==> config.mk <==
export PLATFORM = sky130hd
export DESIGN_NAME = life_generation_row_engine
export DESIGN_NICKNAME = d
export VERILOG_FILES = /design/src/sv/lgr_pkg.sv /design/src/sv/life_generation_row_engine.sv /design/src/sv/lgr_cell.sv /design/src/sv/lgr_row.sv /design/src/sv/lgr_outq.sv
export SDC_FILE = /design/constraint.sdc
export NUM_CORES = 1
export LEC_CHECK = 0
export ABC_AREA = 1
export BUFFER_PORTS_ARGS = -buffer_cell sky130_fd_sc_hd__buf_2
export CAP_MARGIN = 10
export CORE_MARGIN = 2
export CORE_UTILIZATION = 52
export CTS_BUF_LIST = sky130_fd_sc_hd__clkbuf_8
export DETAILED_ROUTE_END_ITERATION = 8
export PLACE_DENSITY = 0.65
export SKIP_LAST_GASP = 1
export SLEW_MARGIN = 10
export SYNTH_ARGS = -nofsm -noshare
export SYNTH_HDL_FRONTEND = slang
export SYNTH_SLANG_ARGS = --single-unit
==> constraint.sdc <==
create_clock -name clk_i -period 7.9 [get_ports clk_i]
set_input_delay 0.79 -clock clk_i [delete_from_list [all_inputs] [get_ports clk_i]]
set_output_delay 0.79 -clock clk_i [all_outputs]
set_load 0.1 [all_outputs]
==> src/sv/lgr_pkg.sv <==
package lgr_pkg;

  localparam int unsigned ROW_W   = 64;
  localparam int unsigned IDX_W   = 6;
  localparam int unsigned COUNT_W = 4;

  // B3/S23 rule
  localparam logic [COUNT_W-1:0] BIRTH_COUNT   = COUNT_W'(3);
  localparam logic [COUNT_W-1:0] SURVIVE_COUNT = COUNT_W'(2);

  localparam int unsigned OUTQ_DEPTH = 4;
  localparam int unsigned PTR_W      = 2;
  localparam int unsigned CNT_W      = 3;

  typedef struct packed {
    logic [ROW_W-1:0] bits;
    logic [IDX_W-1:0] idx;
    logic             last;
  } out_beat_t;

endpackage

==> src/sv/life_generation_row_engine.sv <==
// Life B3/S23 next-generation engine, one grid row per input beat, row 0 first. Every
// column of a row is evaluated in the same cycle by one neighbor-count lane per
// interior column, so an input beat is taken every cycle that in_ready_o is high; the
// next-generation row for row r-1 enters the output queue in the cycle row r is
// accepted and can leave on the following edge. The first row of a generation yields
// no output, the second yields the dead border row 0, and the final row yields two beats
// (row GRID_SIZE-2 and the dead row GRID_SIZE-1 with last_row_o set). in_ready_o is high
// while the four-entry output queue has room for two beats. A generation gives exactly
// as many output beats as it takes input rows, so with the output side taking a beat per
// cycle the input sustains one row per cycle without a stall.
module life_generation_row_engine
  import lgr_pkg::*;
#(
  parameter int unsigned GRID_SIZE = 64
) (
  input  logic             clk_i,
  input  logic             rst_ni,
  input  logic             in_valid_i,
  output logic             in_ready_o,
  input  logic [ROW_W-1:0] row_bits_i,
  output logic             out_valid_o,
  input  logic             out_ready_i,
  output logic [ROW_W-1:0] next_row_bits_o,
  output logic [IDX_W-1:0] out_row_index_o,
  output logic             last_row_o
);

  localparam logic [IDX_W-1:0] LAST_IDX = IDX_W'(GRID_SIZE - 1);

  logic [GRID_SIZE-1:0] row_above_q, row_above_d;
  logic [GRID_SIZE-1:0] row_middle_q, row_middle_d;
  logic [IDX_W-1:0]     row_count_q, row_count_d;

  logic [GRID_SIZE-1:0] row_in;
  logic [ROW_W-1:0]     gen_row;
  logic                 accept;
  logic                 is_first, is_second, is_final;
  logic                 push0, push1;
  out_beat_t            beat0, beat1, beat_out;

  assign accept = in_valid_i && in_ready_o;
  assign row_in = row_bits_i[GRID_SIZE-1:0];

  lgr_row #(
    .GRID_SIZE(GRID_SIZE)
  ) u_row (
    .up_i  (row_above_q),
    .mid_i (row_middle_q),
    .down_i(row_in),
    .next_o(gen_row)
  );

  assign is_first  = (row_count_q == '0);
  assign is_second = (row_count_q == IDX_W'(1));
  assign is_final  = (row_count_q == LAST_IDX);

  assign push0 = accept && !is_first;
  assign push1 = accept && is_final;

  always_comb begin
    beat0.bits = is_second ? '0 : gen_row;
    beat0.idx  = row_count_q - IDX_W'(1);
    beat0.last = 1'b0;
    beat1.bits = '0;
    beat1.idx  = LAST_IDX;
    beat1.last = 1'b1;
  end

  always_comb begin
    row_above_d  = row_above_q;
    row_middle_d = row_middle_q;
    row_count_d  = row_count_q;
    if (accept) begin
      row_above_d  = row_middle_q;
      row_middle_d = row_in;
      row_count_d  = is_final ? '0 : row_count_q + IDX_W'(1);
    end
  end

  always_ff @(posedge clk_i or negedge rst_ni) begin
    if (!rst_ni) begin
      row_above_q  <= '0;
      row_middle_q <= '0;
      row_count_q  <= '0;
    end else begin
      row_above_q  <= row_above_d;
      row_middle_q <= row_middle_d;
      row_count_q  <= row_count_d;
    end
  end

  lgr_outq u_outq (
    .clk_i  (clk_i),
    .rst_ni (rst_ni),
    .push0_i(push0),
    .beat0_i(beat0),
    .push1_i(push1),
    .beat1_i(beat1),
    .room2_o(in_ready_o),
    .valid_o(out_valid_o),
    .beat_o (beat_out),
    .ready_i(out_ready_i)
  );

  assign next_row_bits_o = beat_out.bits;
  assign out_row_index_o = beat_out.idx;
  assign last_row_o      = beat_out.last;

  a_count_range: assert property (@(posedge clk_i) disable iff (!rst_ni)
    row_count_q <= LAST_IDX)
    else $error("row counter past final row");

  a_last_index: assert property (@(posedge clk_i) disable iff (!rst_ni)
    (out_valid_o && last_row_o) |-> (out_row_index_o == LAST_IDX))
    else $error("last_row beat not on final row");

  a_border_dead: assert property (@(posedge clk_i) disable iff (!rst_ni)
    (out_valid_o && (out_row_index_o == '0 || out_row_index_o == LAST_IDX))
      |-> (next_row_bits_o == '0))
    else $error("border row not dead");

  a_wrap: assert property (@(posedge clk_i) disable iff (!rst_ni)
    (accept && is_final) |=> (row_count_q == '0))
    else $error("row counter did not wrap after final row");

endmodule

==> src/sv/lgr_cell.sv <==
module lgr_cell
  import lgr_pkg::*;
(
  input  logic [2:0] up_i,
  input  logic [2:0] mid_i,
  input  logic [2:0] down_i,
  output logic       alive_o
);

  logic [COUNT_W-1:0] count;

  // eight neighbors; the center cell is mid_i[1]
  assign count = COUNT_W'(up_i[0]) + COUNT_W'(up_i[1]) + COUNT_W'(up_i[2])
               + COUNT_W'(mid_i[0]) + COUNT_W'(mid_i[2])
               + COUNT_W'(down_i[0]) + COUNT_W'(down_i[1]) + COUNT_W'(down_i[2]);

  assign alive_o = (count == BIRTH_COUNT) || (mid_i[1] && (count == SURVIVE_COUNT));

endmodule

==> src/sv/lgr_row.sv <==
module lgr_row
  import lgr_pkg::*;
#(
  parameter int unsigned GRID_SIZE = 64
) (
  input  logic [GRID_SIZE-1:0] up_i,
  input  logic [GRID_SIZE-1:0] mid_i,
  input  logic [GRID_SIZE-1:0] down_i,
  output logic [ROW_W-1:0]     next_o
);

  logic [GRID_SIZE-1:0] lane;

  // border columns never live
  assign lane[0]           = 1'b0;
  assign lane[GRID_SIZE-1] = 1'b0;

  for (genvar c = 1; c <= GRID_SIZE - 2; c++) begin : g_lane
    lgr_cell u_cell (
      .up_i   (up_i[c+1:c-1]),
      .mid_i  (mid_i[c+1:c-1]),
      .down_i (down_i[c+1:c-1]),
      .alive_o(lane[c])
    );
  end

  // merge lanes into the full-width row, columns past the grid stay zero
  assign next_o = ROW_W'(lane);

endmodule

==> src/sv/lgr_outq.sv <==
module lgr_outq
  import lgr_pkg::*;
(
  input  logic      clk_i,
  input  logic      rst_ni,
  input  logic      push0_i,
  input  out_beat_t beat0_i,
  input  logic      push1_i,
  input  out_beat_t beat1_i,
  output logic      room2_o,
  output logic      valid_o,
  output out_beat_t beat_o,
  input  logic      ready_i
);

  out_beat_t        entry_q [OUTQ_DEPTH];
  logic [PTR_W-1:0] wr_ptr_q, wr_ptr_d;
  logic [PTR_W-1:0] rd_ptr_q, rd_ptr_d;
  logic [CNT_W-1:0] cnt_q, cnt_d;
  logic             pop;

  assign pop     = valid_o && ready_i;
  assign valid_o = (cnt_q != '0);
  assign beat_o  = entry_q[rd_ptr_q];
  assign room2_o = (cnt_q <= CNT_W'(OUTQ_DEPTH - 2));

  assign wr_ptr_d = wr_ptr_q + PTR_W'(push0_i) + PTR_W'(push1_i);
  assign rd_ptr_d = rd_ptr_q + PTR_W'(pop);
  assign cnt_d    = cnt_q + CNT_W'(push0_i) + CNT_W'(push1_i) - CNT_W'(pop);

  always_ff @(posedge clk_i or negedge rst_ni) begin
    if (!rst_ni) begin
      wr_ptr_q <= '0;
      rd_ptr_q <= '0;
      cnt_q    <= '0;
    end else begin
      wr_ptr_q <= wr_ptr_d;
      rd_ptr_q <= rd_ptr_d;
      cnt_q    <= cnt_d;
    end
  end

  // second beat always lands right behind the first
  always_ff @(posedge clk_i) begin
    if (push0_i) begin
      entry_q[wr_ptr_q] <= beat0_i;
    end
    if (push1_i) begin
      entry_q[wr_ptr_q + PTR_W'(1)] <= beat1_i;
    end
  end

  a_push1_with_push0: assert property (@(posedge clk_i) disable iff (!rst_ni)
    push1_i |-> push0_i)
    else $error("second beat pushed without first");

  a_no_overflow: assert property (@(posedge clk_i) disable iff (!rst_ni)
    push0_i |-> (cnt_q <= CNT_W'(OUTQ_DEPTH - 2)))
    else $error("push into queue without room");

  a_cnt_bound: assert property (@(posedge clk_i) disable iff (!rst_ni)
    cnt_q <= CNT_W'(OUTQ_DEPTH))
    else $error("queue count out of range");

endmodule
### Yosys cells after proc, flatten, opt, wreduce, memory -nomap -nowiden

Memory sizes are Yosys's and may differ from the RTL's.
Index checks and enable logic that the tools add are counted.

* input port bits: 68
* output and inout bits: 73
* RAM bits: 280
* flip-flop bits (word level): 141
* memories kept: 1
* word-level logic and storage cells: 714

* $lt $le $gt $ge: 1
* reductions and logical operators: 131
* add/sub/neg operators: 443
* equality and inequality tests: 126
* muxes and demuxes: 6

Memory list
* u_outq.entry_q: depth 4, width 70, read ports 1, clocked after memory_dff 0, write ports 2, line lgr_outq.sv:16 `out_beat_t entry_q [OUTQ_DEPTH];`

Operators with widths (number)
* 4-bit by 1-bit adder with 4-bit output: 372
* 4-bit by 2-bit == test with 1-bit output, second input constant: 124
* 1-bit by 1-bit adder with 2-bit output: 62
* 1-bit logical AND: 66
* 63-bit two-way mux: 1
* 1-bit logical OR: 62
* 2-bit by 1-bit adder with 2-bit output: 3
* 3-bit by 1-bit adder with 3-bit output: 2
* 6-bit by 1-bit adder with 6-bit output, second input constant: 1
* 6-bit by 1-bit == test with 1-bit output, second input constant: 1
* 6-bit == test, second input constant: 1
* 6-bit logical NOT: 1
* 6-bit two-way mux: 1
* 6-bit by 1-bit subtractor with 6-bit output, second input constant: 1
* 1-bit two-way mux: 4
* 3-bit by 2-bit <= comparator with 1-bit output, second input constant: 1
* 3-bit nonzero test: 1
* 3-bit by 1-bit subtractor with 3-bit output: 1
* 2-bit by 1-bit adder with 2-bit output, second input constant: 1
* 1-bit logical NOT: 1

### Depth between registers and ports, before layout

* word-level depth: 11
* depth in mapped cells: 13
* mapped depth without buffers: 13

### Hierarchy

A second synthesis with hierarchy kept.

* cells, all modules: 4557
* area total of the unflattened synthesis: 34722.1 µm²

Modules (own cells, without submodules)
* lgr_outq: cells an instance 2106, seq. area each 8703.3 µm², instances 1, area each 16537.1 µm²
* lgr_cell: cells an instance 28, seq. area each 0.0 µm², instances 62, area each 200.2 µm²
* life_generation_row_engine: cells an instance 712, seq. area each 3353.2 µm², instances 1, area each 5754.3 µm²
* lgr_row: cells an instance 3, seq. area each 0.0 µm², instances 1, area each 18.8 µm²

### Worst setup path before layout

No wires, ideal clock.

* kind: reg-to-output
* start: reg u_outq.rd_ptr_q[0]
* end: out next_row_bits_o[18]
* data required time: 7.110 ns
* setup slack: 4.370 ns
* arrival: 2.740 ns
* buffers on the path: 4
* cell stages (with the launch flop): 8
* cell sequence: dfrtp_1 -> clkbuf_1 -> inv_1 -> buf_2 -> buf_2 -> buf_1 -> a21oi_1 -> a21oi_1

* word-level cells in the longest chain between the ends: 1

RTL lines
* start: declaration: line lgr_outq.sv:18 `logic [PTR_W-1:0] rd_ptr_q, rd_ptr_d;`
* start signal: assignment: line lgr_outq.sv:38 `rd_ptr_q <= rd_ptr_d;`
* memory 4 x 70 bit
* end: declaration: line life_generation_row_engine.sv:23 `output logic [ROW_W-1:0] next_row_bits_o,`

No other way between the ends.

### Worst setup path after layout

* start: reg u_outq.rd_ptr_q[0]
* end: out out_row_index_o[4]

* word-level cells in the longest chain between the ends: 1

RTL lines
* memory 4 x 70 bit
* end: declaration: line life_generation_row_engine.sv:24 `output logic [IDX_W-1:0] out_row_index_o,`

No other way between the ends.

==> run summary <==
GPL Wtd Cong: 0.809
Hold Crit Start: row_bits_i[0]
Synth top cells by count: nand2_1 (916), inv_1 (828), nor2_1 (652)
Unrepaired setup endpoints after global routing: false
Mapped Area: 29600 um^2
Largest net degree at the start of global routing: 113
Vias in the first global route: 23200
Syn_area_per_cell: 7.30 um^2
DR pass1 iterations: 5
Post-DR wirelength/cell: 13.7 um
Slew margin rel.: 27.5%
Initial Util: 52.6%
Final nets: 4640
Vias after detailed routing: 23700
Distinct cells, synth: 33
Die area: 58900 um^2
Ys async rst share: 33.8%
Arrival @ worst endpoint: 3.60 ns
Synth Instances: 4061
Row cnt: 87
Hold Path Sink: row_middle_q[0]
Outcome: complete, no violations
First-pass GRT wire length: 117000 um
Yosys warnings: 0
Die span in y: 243 um
Total clock buffers created by CTS: 80
Crit-path max FO: 112
Min cycle time layout: 4.39 ns
GRT overflow: 0
Setup Fix Bufs, Post-CTS: 0
Clock buffer depth: 3
IO buf count: 138
Clk_skew: 0.0147 ns
Die X: 243 um
Reg2reg path depth: 13
Crit start category: register
Reg2reg end: u_outq.entry_q[0][31]
Syn-to-layout area delta: 9.10%
Core box area: 56400 um^2
Share of Yosys cell area claimed by the top area cell type: 18.6%
Max-cap violations: 0
Fillers: 5599
Detailed Route Iter0 Violations: 1293
Synth area leader: dfxtp_1
Clk_lat worst skew: 0.66 ns
Critical path data required time: 7.11 ns
CTS sink count: 417
Gr usage total: 24.0%
Post-synthesis sequential area ratio: 30.5%
Count leader, synth: nand2_1
Critical path type: reg -> out
Clock-pin slew on the worst setup and hold paths: 0.06 ns
CP Capture Type: primary output
Initial antenna violation count: 1
Fmax: 0.228 GHz
Layout cells sized above 1: 7.42%
TritonCTS clock tree: built
Worst flop-to-flop path startpoint: row_above_q[23]
DRC: 0
Worst Hold Class: in -> reg
Post-synth EDFFs: 0
Hold path depth: 3
Post-route ant nets: 0
Endpoints failing hold: 0
IO Pins: 141
Final slew viol count: 0
CTS Root Cell: clkbuf_8
FF+latch count, synth: 417
R2R Setup Slk: 4.35 ns
Final Setup Violations: 0
CTS H-tree depth: 3
Via density: 4.79
Final period util: 55.6%
Final HPWL DP: 46000 um
Final WL: 67900 um
Synth Flop Type: dfxtp_1
Worst-Margin Slew: 1.09 ns
Area contributors post-synth: dfxtp_1 (19%), fa_1 (17%), dfrtp_1 (12%), nand2_1 (12%), inv_1 (10%)
TNS Setup: 0 ns
CTS resizes: 0
[cell usage in the layout, fill, tap and decap left out, types with 3 or more instances in the layout]
cell type  count
dfxtp_1      276
clkinv_2      13
o22ai_1        7
or2_2          6
a31oi_1       27
nand2_2        5
nand3_1       83
buf_2        137
inv_1        848
nor3_1        35
dfrtp_1      140
xor2_1         6
o21ai_0      210
fa_1         251
nand2_1      916
nand4_1        4
nor2_1       652
nor2_2         3
inv_2          4
ha_1         193
nand4_4        5
a21oi_1      227
clkbuf_8     109
buf_4         17
[metal layers]
| layer | GRT usage (%) | up-vias | share of wire (%) |
|---|---|---|---|
| li1 | - | 12300 | - |
| met4 | 5.72 | 0 | 1.8 |
| met2 | 40.4 | 407 | 47 |
| met5 | 0 | - | 0 |
| met3 | 3.79 | 91 | 4.3 |
| met1 | 32.6 | 10900 | 47 |
[final cells by class]
cell class,instances,area (um^2),share of cell area [%]
diodes,1,2.50,0.00774
flip-flops and latches,417,9060,28.0
clock inverters,37,163,0.503
well taps,756,946,2.92
multi-input cells,2641,16700,51.7
clock buffers,109,1500,4.64
inverters,832,3130,9.68
repair buffers,156,835,2.58
[worst max path at each step]
stage / cells past startpoint / slack (ns) / end / from
floorplan: 7 / 4.37 / next_row_bits_o[18] / u_outq.rd_ptr_q[0]
detailed placement: 13 / 4.07 / u_outq.entry_q[1][14] / row_bits_i[6]
CTS: 5 / 3.46 / out_row_index_o[4] / u_outq.rd_ptr_q[0]
global route: 5 / 3.27 / last_row_o / u_outq.rd_ptr_q[0]
finish: 5 / 3.51 / out_row_index_o[4] / u_outq.rd_ptr_q[0]
global placement: 13 / 4.10 / u_outq.entry_q[0][44] / row_bits_i[36]
[registers in the layout (all words and copies together) (netlist names)]
signal and cells:
row_count_q 6, u_outq.cnt_q 3, u_outq.entry_q 276, row_middle_q 64, u_outq.wr_ptr_q 2, u_outq.rd_ptr_q 2
row_above_q 64
[kinds of logic (layout without fill, tap and decap cells)]
| family | count (synthesis) | in the layout | share of synthesized area (%) |
|---|---|---|---|
| AO/OA/AOI/OAI | 471 | 471 | 8.09 |
| XOR/XNOR | 8 | 8 | 0.236 |
| adder cells (fa/ha/maj) | 444 | 444 | 25.1 |
| buffers and inverters | 1004 | 1134 | 13.3 |
| flip-flops | 417 | 417 | 30.5 |
| other | 1 | 3 | 0.0126 |
| AND/OR/NAND/NOR | 1716 | 1716 | 22.7 |
[timing repair]
action                     CTS  global route
hold endpoints to repair    26             0
setup endpoints to repair    0             0
hold buffers                 1             0
[critical path, stage by stage (launching register included)]
cell	delay, ns
dfrtp_4	0.50
inv_6	0.55
buf_4	0.81
o21ai_0	0.19
o22ai_1	0.38
buf_2	0.51
[stage by stage]
stage	instances	utilization [%]	hold slack (ns)	worst slack (ns)	area (um^2)
after floorplan	4062	-	0.414	4.37	29600
after global placement	4801	54.4	0.423	4.10	30700
after detailed placement	4801	54.4	0.433	4.07	30700
after CTS	4948	57.4	0.396	3.46	32300
after global routing	4949	57.4	0.418	3.27	32300
final	4949	57.4	0.447	3.51	32300
Power is left out: the tool's default activity adds up to more than one toggle a clock period on the data nets, which glitch-free logic cannot reach.
